<file path="src/hdl/mlid_pkg.sv">
// Shared widths and operand size codes for the 68000 instruction length decoder.
// No dependencies; imported by mlid_decode and the top level.
`timescale 1ns / 1ps
`default_nettype none

package mlid_pkg;

	// opcode word and length result widths
	localparam int unsigned WORD_W = 16;
	localparam int unsigned LEN_W  = 3;

	typedef logic [WORD_W-1:0] word_t;
	typedef logic [LEN_W-1:0]  len_t;

	// operand size in bytes, zero when the size field carries code 3
	typedef logic [2:0] opsize_t;

	localparam opsize_t SZ_NONE = 3'd0;
	localparam opsize_t SZ_BYTE = 3'd1;
	localparam opsize_t SZ_WORD = 3'd2;
	localparam opsize_t SZ_LONG = 3'd4;

	// opcode groups taken from bits 15..12
	localparam logic [3:0] GRP_LINE_A = 4'd10;
	localparam logic [3:0] GRP_LINE_F = 4'd15;

	// decoded length with its unassigned-line flag
	typedef struct packed {
		len_t total_words;
		logic unassigned_line;
	} len_res_t;

endpackage

`default_nettype wire

</file>
<file path="src/hdl/mlid_decode.sv">
// Combinational length decode of one 68000 opcode word.
// Depends on mlid_pkg for widths, size codes and the result struct.
`timescale 1ns / 1ps
`default_nettype none

module mlid_decode (
	input  wire mlid_pkg::word_t opcode_word,
	output mlid_pkg::len_res_t   res
);
	import mlid_pkg::*;

	// extension words of one effective address
	function automatic logic [1:0] ea_words(input logic [5:0] ea, input opsize_t sz);
		logic [1:0] r;
		r = 2'd0;
		if (ea[5:3] == 3'd5 || ea[5:3] == 3'd6) begin
			r = 2'd1;
		end else if (ea[5:3] == 3'd7) begin
			case (ea[2:0])
				3'd0: r = 2'd1;
				3'd1: r = 2'd2;
				3'd2: r = 2'd1;
				3'd3: r = 2'd1;
				3'd4: r = (sz == SZ_LONG) ? 2'd2 : 2'd1;
				default: r = 2'd0;
			endcase
		end
		return r;
	endfunction

	// size field code to bytes
	function automatic opsize_t size_of(input logic [1:0] code);
		opsize_t s;
		case (code)
			2'd0: s = SZ_BYTE;
			2'd1: s = SZ_WORD;
			2'd2: s = SZ_LONG;
			default: s = SZ_NONE;
		endcase
		return s;
	endfunction

	// size from the three-bit opmode field of the arithmetic groups
	function automatic opsize_t opmode_size(input logic [2:0] op);
		opsize_t s;
		case (op)
			3'd0, 3'd4: s = SZ_BYTE;
			3'd1, 3'd3, 3'd5: s = SZ_WORD;
			default: s = SZ_LONG;
		endcase
		return s;
	endfunction

	logic [15:0] w;
	logic [3:0]  grp;
	logic [5:0]  ea;
	logic [5:0]  dst;
	logic [1:0]  sz2;
	opsize_t     sz;
	opsize_t     msz;
	logic [2:0]  m53;
	logic [2:0]  op86;
	logic        b8;
	len_t        n;

	assign w    = opcode_word;
	assign grp  = w[15:12];
	assign ea   = w[5:0];
	assign dst  = {w[8:6], w[11:9]};
	assign sz2  = w[7:6];
	assign sz   = size_of(w[7:6]);
	assign m53  = w[5:3];
	assign op86 = w[8:6];
	assign b8   = w[8];

	// move size per group
	always_comb begin
		case (grp)
			4'd1: msz = SZ_BYTE;
			4'd2: msz = SZ_LONG;
			default: msz = SZ_WORD;
		endcase
	end

	// length by opcode group
	always_comb begin
		n = len_t'(1);
		case (grp)
			4'd0: begin
				if (b8) begin
					if (m53 == 3'd1)
						n = n + len_t'(1);
					else
						n = n + len_t'(ea_words(ea, SZ_BYTE));
				end else if (w[11:9] == 3'd4) begin
					n = n + len_t'(1) + len_t'(ea_words(ea, SZ_BYTE));
				end else begin
					n = n + ((sz == SZ_BYTE || sz == SZ_WORD) ? len_t'(1) : len_t'(2));
					n = n + len_t'(ea_words(ea, sz));
				end
			end
			4'd1, 4'd2, 4'd3: begin
				n = n + len_t'(ea_words(ea, msz)) + len_t'(ea_words(dst, msz));
			end
			4'd4: begin
				case (w[11:8])
					4'd0, 4'd4, 4'd6:
						n = n + len_t'(ea_words(ea, (sz2 == 2'd3) ? SZ_WORD : sz));
					4'd2:
						n = n + len_t'(ea_words(ea, sz));
					4'd8: begin
						if (sz2 == 2'd0)
							n = n + len_t'(ea_words(ea, SZ_BYTE));
						else if (m53 != 3'd0) begin
							if (sz2 == 2'd1)
								n = n + len_t'(ea_words(ea, SZ_LONG));
							else
								n = n + len_t'(1) + len_t'(ea_words(ea,
									(sz2 == 2'd2) ? SZ_WORD : SZ_LONG));
						end
					end
					4'd10:
						n = n + len_t'(ea_words(ea, (sz2 == 2'd3) ? SZ_BYTE : sz));
					4'd12:
						n = n + len_t'(1) + len_t'(ea_words(ea, w[6] ? SZ_LONG : SZ_WORD));
					4'd14: begin
						// trap, link, unlk, move usp, stop and friends
						if (w[7])
							n = n + len_t'(ea_words(ea, SZ_NONE));
						else if (w[6:4] == 3'd5) begin
							if (!w[3])
								n = n + len_t'(1);
						end else if (w[6:4] != 3'd4 && w[6:4] != 3'd6) begin
							if (w[3:0] == 4'd2)
								n = n + len_t'(1);
						end
					end
					default:
						n = n + len_t'(ea_words(ea, w[6] ? SZ_LONG : SZ_WORD));
				endcase
			end
			4'd5: begin
				if (sz2 == 2'd3) begin
					// dbcc carries a displacement word
					if (m53 == 3'd1)
						n = n + len_t'(1);
					else
						n = n + len_t'(ea_words(ea, SZ_BYTE));
				end else begin
					n = n + len_t'(ea_words(ea, sz));
				end
			end
			4'd6: begin
				// word branch displacement when the byte field is zero
				if (w[7:0] == 8'd0)
					n = n + len_t'(1);
			end
			4'd8: begin
				if (w[8:4] != 5'b10000)
					n = n + len_t'(ea_words(ea, (op86 == 3'd7 || op86 == 3'd3) ?
						SZ_WORD : opmode_size(op86)));
			end
			4'd9: begin
				if (!(b8 && w[5:4] == 2'd0 && sz2 != 2'd3))
					n = n + len_t'(ea_words(ea, opmode_size(op86)));
			end
			4'd11: begin
				if (sz2 == 2'd3)
					n = n + len_t'(ea_words(ea, b8 ? SZ_LONG : SZ_WORD));
				else if (!(b8 && m53 == 3'd1))
					n = n + len_t'(ea_words(ea, sz));
			end
			4'd12: begin
				// exg forms and abcd take no extension
				if (!(w[8:3] inside {6'o50, 6'o51, 6'o61}) && w[8:4] != 5'b10000)
					n = n + len_t'(ea_words(ea, (op86 == 3'd7 || op86 == 3'd3) ?
						SZ_WORD : opmode_size(op86)));
			end
			4'd13: begin
				if (!(b8 && w[5:4] == 2'd0)) begin
					if (sz2 == 2'd3)
						n = n + len_t'(ea_words(ea, b8 ? SZ_LONG : SZ_WORD));
					else
						n = n + len_t'(ea_words(ea, sz));
				end
			end
			4'd14: begin
				if (sz2 == 2'd3)
					n = n + len_t'(ea_words(ea, SZ_WORD));
			end
			default: n = len_t'(1);
		endcase
	end

	assign res.total_words     = n;
	assign res.unassigned_line = (grp == GRP_LINE_A) || (grp == GRP_LINE_F);

endmodule

`default_nettype wire

</file>
<file path="src/hdl/m68k_instruction_length_decoder_unit.sv">
// Top level of the 68000 instruction length decoder: request register, decode, result register.
// Depends on mlid_pkg and mlid_decode.
`timescale 1ns / 1ps
`default_nettype none

// A request is taken on any clock edge where start is high and busy is low, one opcode
// word per cycle with no gaps needed. Its result passes the request register in front of
// the decode and the result register behind it, then appears on total_words and
// unassigned_line with done high for exactly one cycle; the receiver cannot stall it,
// so results must be captured when done is seen. busy is high only while reset is
// asserted and until the first clock edge after it is released.
module m68k_instruction_length_decoder_unit (
	input  wire logic            clk,
	input  wire logic            arst_n,
	input  wire logic            start,
	output logic                 busy,
	input  wire mlid_pkg::word_t opcode_word,
	output logic                 done,
	output mlid_pkg::len_t       total_words,
	output logic                 unassigned_line
);
	import mlid_pkg::*;

	logic     busy_q;
	logic     valid_s1;
	word_t    opcode_s1;
	len_res_t dec_res;
	logic     done_q;
	len_res_t res_q;

	// busy only around reset release
	always_ff @(posedge clk or negedge arst_n) begin
		if (!arst_n)
			busy_q <= 1'b1;
		else
			busy_q <= 1'b0;
	end

	// request register
	always_ff @(posedge clk or negedge arst_n) begin
		if (!arst_n)
			valid_s1 <= 1'b0;
		else
			valid_s1 <= start && !busy_q;
	end

	always_ff @(posedge clk) begin
		if (start && !busy_q)
			opcode_s1 <= opcode_word;
	end

	mlid_decode u_decode (
		.opcode_word(opcode_s1),
		.res        (dec_res)
	);

	// result register
	always_ff @(posedge clk or negedge arst_n) begin
		if (!arst_n)
			done_q <= 1'b0;
		else
			done_q <= valid_s1;
	end

	always_ff @(posedge clk) begin
		if (valid_s1)
			res_q <= dec_res;
	end

	assign busy            = busy_q;
	assign done            = done_q;
	assign total_words     = res_q.total_words;
	assign unassigned_line = res_q.unassigned_line;

	// every accepted request produces a result through the request and result registers
	a_req_to_done: assert property (@(posedge clk) disable iff (!arst_n)
		(start && !busy) |=> ##1 done)
		else $error("accepted request produced no result");

	// no result without a pending request in the request register
	a_done_has_req: assert property (@(posedge clk) disable iff (!arst_n)
		done |-> $past(valid_s1))
		else $error("result without a pending request");

	// delivered length stays in the legal range
	a_len_range: assert property (@(posedge clk) disable iff (!arst_n)
		done |-> (total_words != 3'd0 && total_words <= 3'd5))
		else $error("length out of range");

	// unassigned lines are always one word long
	a_line_len: assert property (@(posedge clk) disable iff (!arst_n)
		(done && unassigned_line) |-> (total_words == 3'd1))
		else $error("unassigned line with extension words");

endmodule

`default_nettype wire
</file>
<file path="config.mk">
export PLATFORM = sky130hd
export DESIGN_NAME = m68k_instruction_length_decoder_unit
export DESIGN_NICKNAME = d
export VERILOG_FILES = /design/src/hdl/mlid_pkg.sv /design/src/hdl/mlid_decode.sv /design/src/hdl/m68k_instruction_length_decoder_unit.sv
export SDC_FILE = /design/constraint.sdc
export NUM_CORES = 1
export LEC_CHECK = 0
export ABC_AREA = 1
export ABC_CLOCK_PERIOD_IN_PS = 2300
export BUFFER_PORTS_ARGS = -buffer_cell sky130_fd_sc_hd__buf_2
export CAP_MARGIN = 20
export CORE_MARGIN = 2
export CORE_UTILIZATION = 30
export DETAILED_ROUTE_END_ITERATION = 10
export PLACE_DENSITY_LB_ADDON = 0.25
export SLEW_MARGIN = 20
export SYNTH_ARGS = -nofsm -noshare
export SYNTH_HDL_FRONTEND = slang
export SYNTH_SLANG_ARGS = --single-unit
</file>
<file path="constraint.sdc">
create_clock -name clk -period 2.3 [get_ports clk]
set_input_delay 0.46 -clock clk [delete_from_list [all_inputs] [get_ports clk]]
set_output_delay 0.46 -clock clk [all_outputs]
set_load 0.02 [all_outputs]
</file>
==> summary.txt, run 1 <==
Status
  • Status: complete, but fails checks
  • Violated checks: negative setup slack

Layout
  • Multi-input gate area: 0.00136 sq mm
  • ANT cells: 0
  • Finished Layout Cells: ~490
  • Share of cells above drive strength 1: about a third
  • Area grow syn2layout: 34.5%
  • Layout fillers: 717
  • Leading cell type in the layout, fill and taps excluded: nand2_1
  • Register Area: roughly 680 sq um
  • Fin nets: about 420
  • Most frequent cells in the layout: nand2_1 (92), buf_4 (53), nor2_1 (39), inv_1 (28), nand3_1 (28)

Global route
  • Vias in the first global route: between 2000 and 2500
  • Largest net degree at the start of global routing: 18
  • Initial antenna violation count: 0
  • First-pass GRT wire length: ~10 mm
  • Total grt overflow: 0
  • GRT Total Usage: 17.3%

Yosys
  • Syn Inst Count: between 300 and 400
  • Share of the synthesized area in the top cell type: around 28%
  • Synth Flop Type: edfxtp_1
  • Synth top area cells: edfxtp_1 (28%), nand2_1 (17%), nor2_1 (7.5%)
  • Largest area contributor in the netlist: edfxtp_1
  • Syn Nets: roughly 340
  • Flops & latches, synth: 23
  • Post-synth EDFFs: 20
  • Mapped Area: around 0.0022 sq mm
  • Post-synthesis sequential area ratio: 31.4%
  • Asr flop ratio synth: a little over an eighth
  • Yosys warns: 0
  • Distinct cells, synth: 41
  • Syn_area_per_cell: ~7 sq um

Setup path
  • CP Capture Type: flop
  • Crit path cell chain: nor2_2 > nand3_1 > nand2_1 > nand2_2 > nand2_4 > inv_2 > ha_1 > fa_1 > nor2_1 > nor2_1 > nand2_1 > o211ai_2 > nand3_1 > nor2_1 > nand2_1
  • Slowest stage delay, CP: 0.48 ns
  • Slowest cell on crit path: fa_1
  • Max FO, Critical Path: 4
  • Crit path arrival time: approximately 2.4 ns
  • Crit Path Class: reg -> reg
  • Worst Path Required: around 2.3 ns
  • Startpoint Class: flop
  • Buf+Inv Stages, Crit Path: 1
  • Flop2flop setup slack: -0.06 ns
  • Crit path max-delay family: simple AND/OR/NAND/NOR gates

Routing
  • Final WL: approximately 6.1 mm
  • Via count: 2246
  • Vias per Instance: about 4.6
  • Iteration-0 DRC Markers: between 100 and 150
  • Avg WL per Cell: 12.6 microns
  • First-pass iteration count of the detailed router: 4
  • # DRC: 0
  • Routed Antenna Nets: 0

STA
  • Minimum clock period: roughly 2.4 ns
  • Worst-case clock skew: between 0.003 and 0.004 ns
  • Final Hold Slack: 0.363 ns
  • Setup_tns: -0.0606 ns
  • Final Max Slew Viols: 0
  • Final Cycle Share: 103%
  • RSZ-0062 raised after global routing: true
  • Final WS setup: -0.0606 ns
  • Hold Vio Cnt, Final: 0
  • Fmax: 424 MHz
  • Final setup viols: 1

Pwr
  • Leakage power: around 1.4 nW
  • Power per cell area: roughly 350 mW/mm^2
  • Post-layout total power: a little over 1 mW
  • Worst VDD drop: 0.287 mV

Floorplan
  • Die Wd: around 89 microns
  • Die area: 0.00788 sq mm
  • Initial Util: between 30% and 40%
  • Die height: 88.7 microns
  • # rows: 30
  • Core footprint: 0.00687 sq mm
  • Num ports: 25

Job
  • MaxCap Viol Count: 0

Clocking
  • Clk slew on worst S/H paths: roughly 0.08 ns
  • Clock sink count: 23
  • CTS tree: done
  • H-tree depth: 1
  • Clk_lat worst skew: 0.27 ns
  • TritonCTS buffer count: 3
  • Clk buf depth: 2
  • Root buffer cell: clkbuf_8

Min path
  • Hold Path Class: in -> reg

Placement
  • Port Buffer Count: 24
  • GP Congestion: 0.938
  • Setup slack at placement: -0.0645 ns
  • DP Cell Count: roughly 480
  • Placed wire-length estimate: approximately 5.2 mm
==> flip-flops by register name, summed over array words and instances (netlist names) <==
name	cells
busy	1
done	1
opcode_s1	16
total_words	3
unassigned_line	1
valid_s1	1
==> power by group <==
group | total (mW) | leakage [nW] | switching, mW | internal [mW]
Combinational | 0.267 | 1.17 | 0.154 | 0.112
Clock | 0.254 | 0.0228 | 0.130 | 0.124
Sequential | 0.489 | 0.225 | 0.0128 | 0.477
==> area by class of cell <==
cell class              instances  share of cell area [%]
repair buffers                 79                    18.6
inverters                      41                    5.40
multi-input cells             243                    46.9
clock buffers                   4                    1.55
flip-flops and latches         23                    23.4
well taps                      96                    4.15
==> Yosys cell counts (all sizes together) (2+ instances only) <==
| master | instances |
|---|---|
| a21oi | 12 |
| edfxtp | 20 |
| fa | 2 |
| o211ai | 4 |
| clkbuf | 2 |
| buf | 2 |
| ha | 9 |
| nand4 | 2 |
| nor2 | 49 |
| nor3 | 2 |
| nand3 | 34 |
| nand2 | 106 |
| inv | 40 |
| dfrtp | 2 |
| a31oi | 2 |
| o21ai | 10 |
==> worst paths after layout <==
path                           startpoint             end  cells after the start
max                          opcode_s1[0]  total_words[1]                     15
min                        opcode_word[4]    opcode_s1[4]                      1
max reg2reg                  opcode_s1[0]  total_words[1]                     15
min reg2reg                      valid_s1            done                      0
max in group asynchronous          arst_n            busy                      2
min in group asynchronous          arst_n        valid_s1                      2
==> layer usage <==
metal  global-route usage (%)  part of all wire [%]  vias up
met1                     23.7                    47     1016
met3                     1.59                   4.1        9
met2                     28.4                    47       51
met5                        0                     0        -
li1                         -                     -     1170
met4                     6.06                   2.0        0
==> repair_timing <==
item,in CTS,in global routing
pin swaps,7,8
setup endpoints to repair,2,2
gates resized for setup,6,9
cloned,0,0
hold buffers,1,0
setup buffers,2,1
endpoints found under the hold margin,2,0
==> cell families (layout without fill, tap and decap cells) <==
group | count (synthesis) | after routing | share of synthesized area, %
AO/OA/AOI/OAI | 34 | 34 | 10.3
adder cells (fa/ha/maj) | 11 | 11 | 7.08
flip-flops | 23 | 23 | 31.4
other | 1 | 1 | 0.174
buffers and inverters | 45 | 124 | 8.07
AND/OR/NAND/NOR | 197 | 197 | 43.0
==> stage by stage <==
stage,cell area (sq um),util (%)
global route,2900,42.2
floorplan,2170,-
detailed placement,2770,40.3
global placement,2770,40.3
CTS,2860,41.6
finish,2900,42.2
Note: power is estimated with default switching activity, not from simulation.
==> inputs of run 2 (changes only) <==
--- a/config.mk
+++ b/config.mk
@@ -6,7 +6,7 @@
 export NUM_CORES = 1
 export LEC_CHECK = 0
 export ABC_AREA = 1
-export ABC_CLOCK_PERIOD_IN_PS = 2300
+export ABC_CLOCK_PERIOD_IN_PS = 2450
 export BUFFER_PORTS_ARGS = -buffer_cell sky130_fd_sc_hd__buf_2
 export CAP_MARGIN = 20
 export CORE_MARGIN = 2
==> constraint.sdc (replaced) <==
create_clock -name clk -period 2.45 [get_ports clk]
set_input_delay 0.49 -clock clk [delete_from_list [all_inputs] [get_ports clk]]
set_output_delay 0.49 -clock clk [all_outputs]
set_load 0.02 [all_outputs]
==> run 2 against run 1 <==
The run now ends clean. Cell area shrank 5.2%. Via count fell by 1.3%. Die area did not move. Setup slack improved by 0.10 ns. Combinational power decreased by 12%. First-iteration DRC count is 39% higher. Sequential share of layout area rose by 1.3 points. Count of clock-buffer cells in the layout did not move. Wire length is 2.3% lower. Global-route usage is 0.71 points lower. Clock skew is 0.0010 ns higher. Highest routed layer unchanged.
==> summary.txt, run 2 (synthesis gave the netlist of run 1 again) <==
Status
  • Status: finished clean (was complete, but fails checks)

Placement
  • Setup slack at placement: -0.0395 ns (was -0.0645 ns)
  • GP Congestion: 0.941 (was 0.938)
  • Placed Area: 0.00259 sq mm (was 0.00277 sq mm)
  • Port Buffer Count: 24 (unchanged)
  • DP Cell Count: 455 (was 478)
  • Placed wire-length estimate: 4.89 mm (was 5.18 mm)

STA
  • Minimum clock period: 2.41 ns (was 2.36 ns)
  • Fmax: 415 MHz (was 424 MHz)
  • Final setup viols: 0 (was 1)
  • Hold Vio Cnt, Final: 0 (unchanged)
  • Final WS setup: 0.0390 ns (was -0.0606 ns)
  • Worst-case clock skew: 0.00480 ns (was 0.00379 ns)
  • Final Hold Slack: 0.389 ns (was 0.363 ns)
  • Setup_tns: 0 ns (was -0.0606 ns)
  • Least-Margin Pin Slew: 0.495 ns
  • Final Max Slew Viols: 0 (unchanged)
  • Slew margin rel.: around two thirds
  • RSZ-0062 raised after global routing: true (unchanged)
  • Final Cycle Share: 98.4% (was 103%)

Pwr
  • Worst VDD drop: 0.214 mV (was 0.287 mV)
  • Power per cell area: 338 mW/mm^2 (was 348 mW/mm^2)
  • Leakage power: 1.34 nW (was 1.42 nW)
  • Post-layout total power: 929 uW (was 1.01 mW)

Clocking
  • H-tree depth: 1 (unchanged)
  • Clk buf depth: 2 (unchanged)
  • Clk slew on worst S/H paths: 0.08 ns (about the same)
  • TritonCTS buffer count: 3 (unchanged)
  • Clk_lat worst skew: 0.27 ns (about the same)
  • Clock sink count: 23 (unchanged)
  • CTS tree: done (unchanged)
  • Root buffer cell: clkbuf_8 (unchanged)

Routing
  • Routed Antenna Nets: 0 (unchanged)
  • First-pass iteration count of the detailed router: 4 (unchanged)
  • Final WL: 5.97 mm (was 6.11 mm)
  • # DRC: 0 (unchanged)
  • Vias per Instance: 4.74 (was 4.62)
  • Iteration-0 DRC Markers: 146 (was 105)
  • Via count: 2216 (was 2246)
  • Avg WL per Cell: 12.8 microns (was 12.6 microns)

Global route
  • Vias in the first global route: 2168 (was 2221)
  • Total grt overflow: 0 (unchanged)
  • Initial antenna violation count: 0 (unchanged)
  • GRT Total Usage: 16.6% (was 17.3%)
  • Largest net degree at the start of global routing: 18 (unchanged)
  • First-pass GRT wire length: 10.1 mm (was 10.4 mm)

Layout
  • Final core utilization: 40.0% (was 42.2%)
  • Most frequent cells in the layout: nand2_1 (93), nor2_1 (39), buf_4 (35), inv_1 (31), nand3_1 (28) (was nand2_1 (92), buf_4 (53), nor2_1 (39), inv_1 (28), nand3_1 (28))
  • Leading cell type in the layout, fill and taps excluded: nand2_1 (unchanged)
  • Share of cells above drive strength 1: 29.6% (was 33.8%)
  • Largest register by flop count: opcode_s1 (unchanged)
  • ANT cells: 0 (unchanged)
  • Final Instance Area: 0.00275 sq mm (was 0.00290 sq mm)
  • Finished Layout Cells: 468 (was 486)
  • Area grow syn2layout: 27.5% (was 34.5%)
  • Max reg flops: 16 (unchanged)
  • Fin nets: 403 (was 421)
  • Biggest regs: opcode_s1: 16 flops, total_words: 3 flops (unchanged)

Min path
  • Worst hold start: opcode_word[9] (was opcode_word[4])
  • End of the worst hold path: opcode_s1[9] (was opcode_s1[4])
  • Worst Hold Depth: 1 (unchanged)
  • Hold Path Class: in -> reg (unchanged)

Job
  • MaxCap Viol Count: 0 (unchanged)

Floorplan
  • Initial Util: 31.4% (unchanged)
  • Num ports: 25 (unchanged)
  • # rows: 30 (unchanged)
  • Die area: 0.00788 sq mm (unchanged)
  • Die Wd: 88.7 microns (unchanged)
  • Core footprint: 0.00687 sq mm (unchanged)
  • Die height: 88.7 microns (unchanged)

Setup path
  • CP Capture Type: flop (unchanged)
  • FF-to-FF End: total_words[1] (unchanged)
  • Critical path startpoint: opcode_s1[15] (was opcode_s1[0])
  • R2r worst-path depth: 14 (was 15)
  • Worst Path Required: 2.48 ns (was 2.33 ns)
  • Startpoint Class: flop (unchanged)
  • Flop2flop setup slack: 0.04 ns (was -0.06 ns)
  • FF-to-FF Start: opcode_s1[15] (was opcode_s1[0])
  • Max FO, Critical Path: 3 (was 4)
  • Crit path arrival time: 2.44 ns (was 2.39 ns)
  • Crit Path Class: reg -> reg (unchanged)
## run 2: changes by cell type in the layout (fill, tap and decap cells not counted)
cell       before  now
a2111oi_4       1    0
a2111oi_2       0    1
nand2_2         9    8
buf_4          53   35
inv_2          11    8
inv_1          28   31
nand2_1        92   93
## run 2: critical path, cell delays in order (launching register included)
cell and delay (ns):
edfxtp_1 0.40, inv_2 0.08, nand2_2 0.07, nor2_4 0.14, nand2_2 0.08, o211ai_1 0.21, ha_2 0.19, inv_1 0.04
fa_1 0.43, nand2_1 0.08, o211ai_1 0.08, nor2_1 0.14, nand2_1 0.08, nor2_1 0.08, nand2_1 0.06
## run 2: worst max-delay path by stage
stage / slack [ns] / to / depth (start not counted)
6_report: 0.04 / total_words[1] / 14
2_1_floorplan: 0.03 / total_words[1] / 12
4_1_cts: 0.005 / total_words[1] / 15
3_5_place_dp: -0.04 / total_words[1] / 13
5_1_grt: -0.16 / total_words[1] / 14
3_3_place_gp: -0.03 / total_words[1] / 12
## run 2: timing repair
| item | CTS | global route |
|---|---|---|
| pin swaps | 0 | 6 |
| hold endpoints to repair | 2 | 0 |
| hold buffers | 1 | 0 |
| resized for setup | 2 | 13 |
| setup endpoints to repair | 1 | 2 |
| buffers inserted | 0 | 8 |
## run 2: area by class of cell
cell class | instances | area [sq um]
Fill cell | 719 | 4120
Tap cell | 96 | 120
Multi-Input combinational cell | 243 | 1350
Inverter | 41 | 156
Sequential cell | 23 | 677
Clock buffer | 4 | 45.0
Timing Repair Buffer | 61 | 404
## run 2: where the power goes
group | internal (mW) | switching (mW)
logic | 0.0935 | 0.142
registers | 0.447 | 0.0116
clock network | 0.116 | 0.119
total | 0.657 | 0.272
## run 2: routing by layer
metal	global-route usage (%)	share of wire [%]	up-vias
li1	-	-	1130
met1	21.9	46	1002
met2	27.1	46	71
met3	3.17	6.0	13
met4	5.51	2.5	0
met5	0	0	-
==> inputs of run 3 (changes only) <==
--- a/config.mk
+++ b/config.mk
@@ -6,11 +6,12 @@
 export NUM_CORES = 1
 export LEC_CHECK = 0
 export ABC_AREA = 1
-export ABC_CLOCK_PERIOD_IN_PS = 2450
+export ABC_CLOCK_PERIOD_IN_PS = 2400
 export BUFFER_PORTS_ARGS = -buffer_cell sky130_fd_sc_hd__buf_2
 export CAP_MARGIN = 20
 export CORE_MARGIN = 2
 export CORE_UTILIZATION = 30
+export CTS_CLUSTER_SIZE = 28
 export DETAILED_ROUTE_END_ITERATION = 10
 export PLACE_DENSITY_LB_ADDON = 0.25
 export SLEW_MARGIN = 20
==> constraint.sdc (replaced) <==
create_clock -name clk -period 2.4 [get_ports clk]
set_input_delay 0.48 -clock clk [delete_from_list [all_inputs] [get_ports clk]]
set_output_delay 0.48 -clock clk [all_outputs]
set_load 0.02 [all_outputs]
==> run 3 against run 2 <==
Setup slack got worse by 0.037 ns. Critical path depth up 1. Count of clock-buffer cells in the layout did not move. Non-clock buffer count up 18. Total power is 4.3% higher. Sequential power is 2% higher. Die area stayed put. Register-to-register slack lost 0.04 ns. Largest cell class unchanged. Largest power group unchanged.
==> summary.txt, run 3 (synthesis gave the netlist of run 1 again) <==
Layout
  • ANT cells: 0 (unchanged)
  • Share of cells above drive strength 1: 34.4% (was 29.6%)
  • Max reg flops: 16 (unchanged)
  • Layout fillers: 715 (was 719)
  • Leading cell type in the layout, fill and taps excluded: nand2_1 (unchanged)
  • Most frequent cells in the layout: nand2_1 (92), buf_4 (54), nor2_1 (40), nand3_1 (29), buf_2 (24) (was nand2_1 (93), nor2_1 (39), buf_4 (35), inv_1 (31), nand3_1 (28))
  • Fin nets: 421 (was 403)
  • Area grow syn2layout: 34.2% (was 27.5%)
  • Largest register by flop count: opcode_s1 (unchanged)
  • Biggest regs: opcode_s1: 16 flops, total_words: 3 flops (unchanged)

Min path
  • End of the worst hold path: opcode_s1[1] (was opcode_s1[9])
  • Hold Path Class: in -> reg (unchanged)
  • Worst Hold Depth: 1 (unchanged)
  • Worst hold start: opcode_word[1] (was opcode_word[9])

Routing
  • Via count: 2270 (was 2216)
  • First-pass iteration count of the detailed router: 5 (was 4)
  • Iteration-0 DRC Markers: 113 (was 146)
  • Final WL: 6.23 mm (was 5.97 mm)
  • # DRC: 0 (unchanged)
  • Routed Antenna Nets: 0 (unchanged)
  • Vias per Instance: 4.67 (was 4.74)
  • Avg WL per Cell: 12.8 microns (about the same)

STA
  • Final WS setup: 0.00180 ns (was 0.0390 ns)
  • Final setup viols: 0 (unchanged)
  • Final Cycle Share: 99.9% (was 98.4%)
  • Final Hold Slack: 0.383 ns (was 0.389 ns)
  • Fmax: 417 MHz (was 415 MHz)
  • Minimum clock period: 2.40 ns (was 2.41 ns)
  • Final Max Slew Viols: 0 (unchanged)
  • Hold Vio Cnt, Final: 0 (unchanged)
  • Worst-case clock skew: 0.00260 ns (was 0.00480 ns)
  • Least-Margin Pin Slew: 0.539 ns (was 0.495 ns)
  • RSZ-0062 raised after global routing: true (unchanged)
  • Slew margin rel.: 63.8% (was 66.8%)

Setup path
  • Crit path cell chain: inv_2 > nand2_1 > nor2_2 > buf_4 > buf_4 > nand2_4 > o31ai_1 > buf_4 > fa_1 > nand2_1 > o211ai_1 > nor2_1 > nand2_1 > nor2_1 > nand2_1 (was inv_2 > nand2_2 > nor2_4 > nand2_2 > o211ai_1 > ha_2 > inv_1 > fa_1 > nand2_1 > o211ai_1 > nor2_1 > nand2_1 > nor2_1 > nand2_1)
  • Max FO, Critical Path: 3 (unchanged)
  • FF-to-FF End: total_words[1] (unchanged)
  • CP most frequent cell: nand2_1 (unchanged)
  • Crit Path Class: reg -> reg (unchanged)
  • Crit path arrival time: 2.43 ns (was 2.44 ns)
  • CP Capture Type: flop (unchanged)
  • Worst Path Required: 2.43 ns (was 2.48 ns)
  • Startpoint Class: flop (unchanged)
  • Slowest stage delay, CP: 0.46 ns (was 0.43 ns)
  • R2r worst-path depth: 15 (was 14)
  • FF-to-FF Start: opcode_s1[1] (was opcode_s1[15])
  • Slowest cell on crit path: edfxtp_1 (was fa_1)
  • Flop2flop setup slack: 0.002 ns (was 0.04 ns)

Placement
  • Setup slack at placement: -0.0197 ns (was -0.0395 ns)
  • Placed wire-length estimate: 5.10 mm (was 4.89 mm)
  • GP Congestion: 1.02 (was 0.941)
  • Port Buffer Count: 24 (unchanged)

Floorplan
  • Core footprint: 0.00687 sq mm (unchanged)
  • Initial Util: 31.4% (unchanged)
  • Die Wd: 88.7 microns (unchanged)
  • Die height: 88.7 microns (unchanged)
  • # rows: 30 (unchanged)
  • Num ports: 25 (unchanged)
  • Die area: 0.00788 sq mm (unchanged)

Clocking
  • Root buffer cell: clkbuf_8 (unchanged)
  • H-tree depth: 1 (unchanged)
  • CTS tree: done (unchanged)
  • Clock sink count: 23 (unchanged)
  • Clk slew on worst S/H paths: 0.08 ns (about the same)
  • Clk buf depth: 2 (unchanged)
  • Clk_lat worst skew: 0.26 ns (was 0.27 ns)
  • TritonCTS buffer count: 3 (unchanged)

Global route
  • Vias in the first global route: 2180 (was 2168)
  • First-pass GRT wire length: 10.1 mm (about the same)
  • Total grt overflow: 0 (unchanged)
  • Largest net degree at the start of global routing: 18 (unchanged)
  • Initial antenna violation count: 0 (unchanged)
  • GRT Total Usage: 16.9% (was 16.6%)

Pwr
  • Leakage power: 1.42 nW (was 1.34 nW)
  • Worst VDD drop: 0.310 mV (was 0.214 mV)
  • Power per cell area: 335 mW/mm^2 (was 338 mW/mm^2)

Status
  • Status: finished clean (unchanged)

Job
  • MaxCap Viol Count: 0 (unchanged)
==> run 3: changes by cell type in the layout (fill, tap and decap cells not counted), moves of 2 or more <==
cell     previous run  this run
inv_1              31        23
buf_4              35        54
inv_2               8        16
nor2_2              7         5
nand2_4             5         7
==> run 3: timing repair <==
item,in CTS,in global routing
gates resized for setup,1,22
pin swaps,0,18
endpoints found under the hold margin,2,0
endpoints found under the setup margin,1,2
hold buffers,1,0
setup buffers,2,13
==> run 3: critical path, delay by kind of cell (launching register included) <==
| kind | cells | cell delay (ns) |
|---|---|---|
| AOI/OAI and AO/OA | 2 | 0.14 |
| DFF | 1 | 0.46 |
| buffers and inverters | 4 | 0.46 |
| and+or+nand+nor | 8 | 0.70 |
| adders and majority gates | 1 | 0.39 |
==> run 3: where the power goes <==
part,total [mW],switching (mW),internal [mW]
registers,0.469,0.0127,0.457
clock network,0.240,0.121,0.119
logic,0.259,0.151,0.108
total,0.969,0.285,0.684
==> run 3: layout make-up <==
type / instances / area [sq um] / area share (%)
clock buffer: 4 / 45.0 / 1.56
inverter: 41 / 156 / 5.41
multi-input combinational: 243 / 1360 / 46.9
sequential: 23 / 677 / 23.4
tap: 96 / 120 / 4.15
timing repair buffer: 79 / 536 / 18.5
==> run 3: worst max path at each step <==
stage                endpoint  cells past startpoint  slack [ns]    startpoint
6_report       total_words[1]                     15       0.002  opcode_s1[1]
5_1_grt        total_words[1]                     16       -0.17  opcode_s1[1]
4_1_cts        total_words[1]                     14       0.007  opcode_s1[1]
3_5_place_dp   total_words[1]                     16       -0.02  opcode_s1[6]
3_3_place_gp   total_words[1]                     16       -0.03  opcode_s1[6]
2_1_floorplan  total_words[1]                     15        0.05  opcode_s1[1]
==> run 3: through the flow <==
stage | instance area [sq um] | instances | utilization (%) | setup TNS [ns] | power (mW)
after floorplan | 2160 | 311 | - | 0 | 0.620
after global placement | 2680 | 467 | 39.0 | -0.0278 | 0.712
after detailed placement | 2680 | 467 | 39.0 | -0.0197 | 0.713
after CTS | 2750 | 474 | 40.1 | 0 | 0.964
after global routing | 2890 | 486 | 42.1 | -0.217 | 1.03
final | 2890 | 486 | 42.1 | 0 | 0.969
==> run 3: routing by layer <==
metal  up-vias  part of all wire (%)  wire, microns  GRT usage [%]
met4         0                   2.4            152           6.61
met2        67                    45           2810           25.8
met5         -                     0              0              0
li1       1168                     -              -              -
met3        14                   5.3            331           2.89
met1      1021                    47           2940           23.7
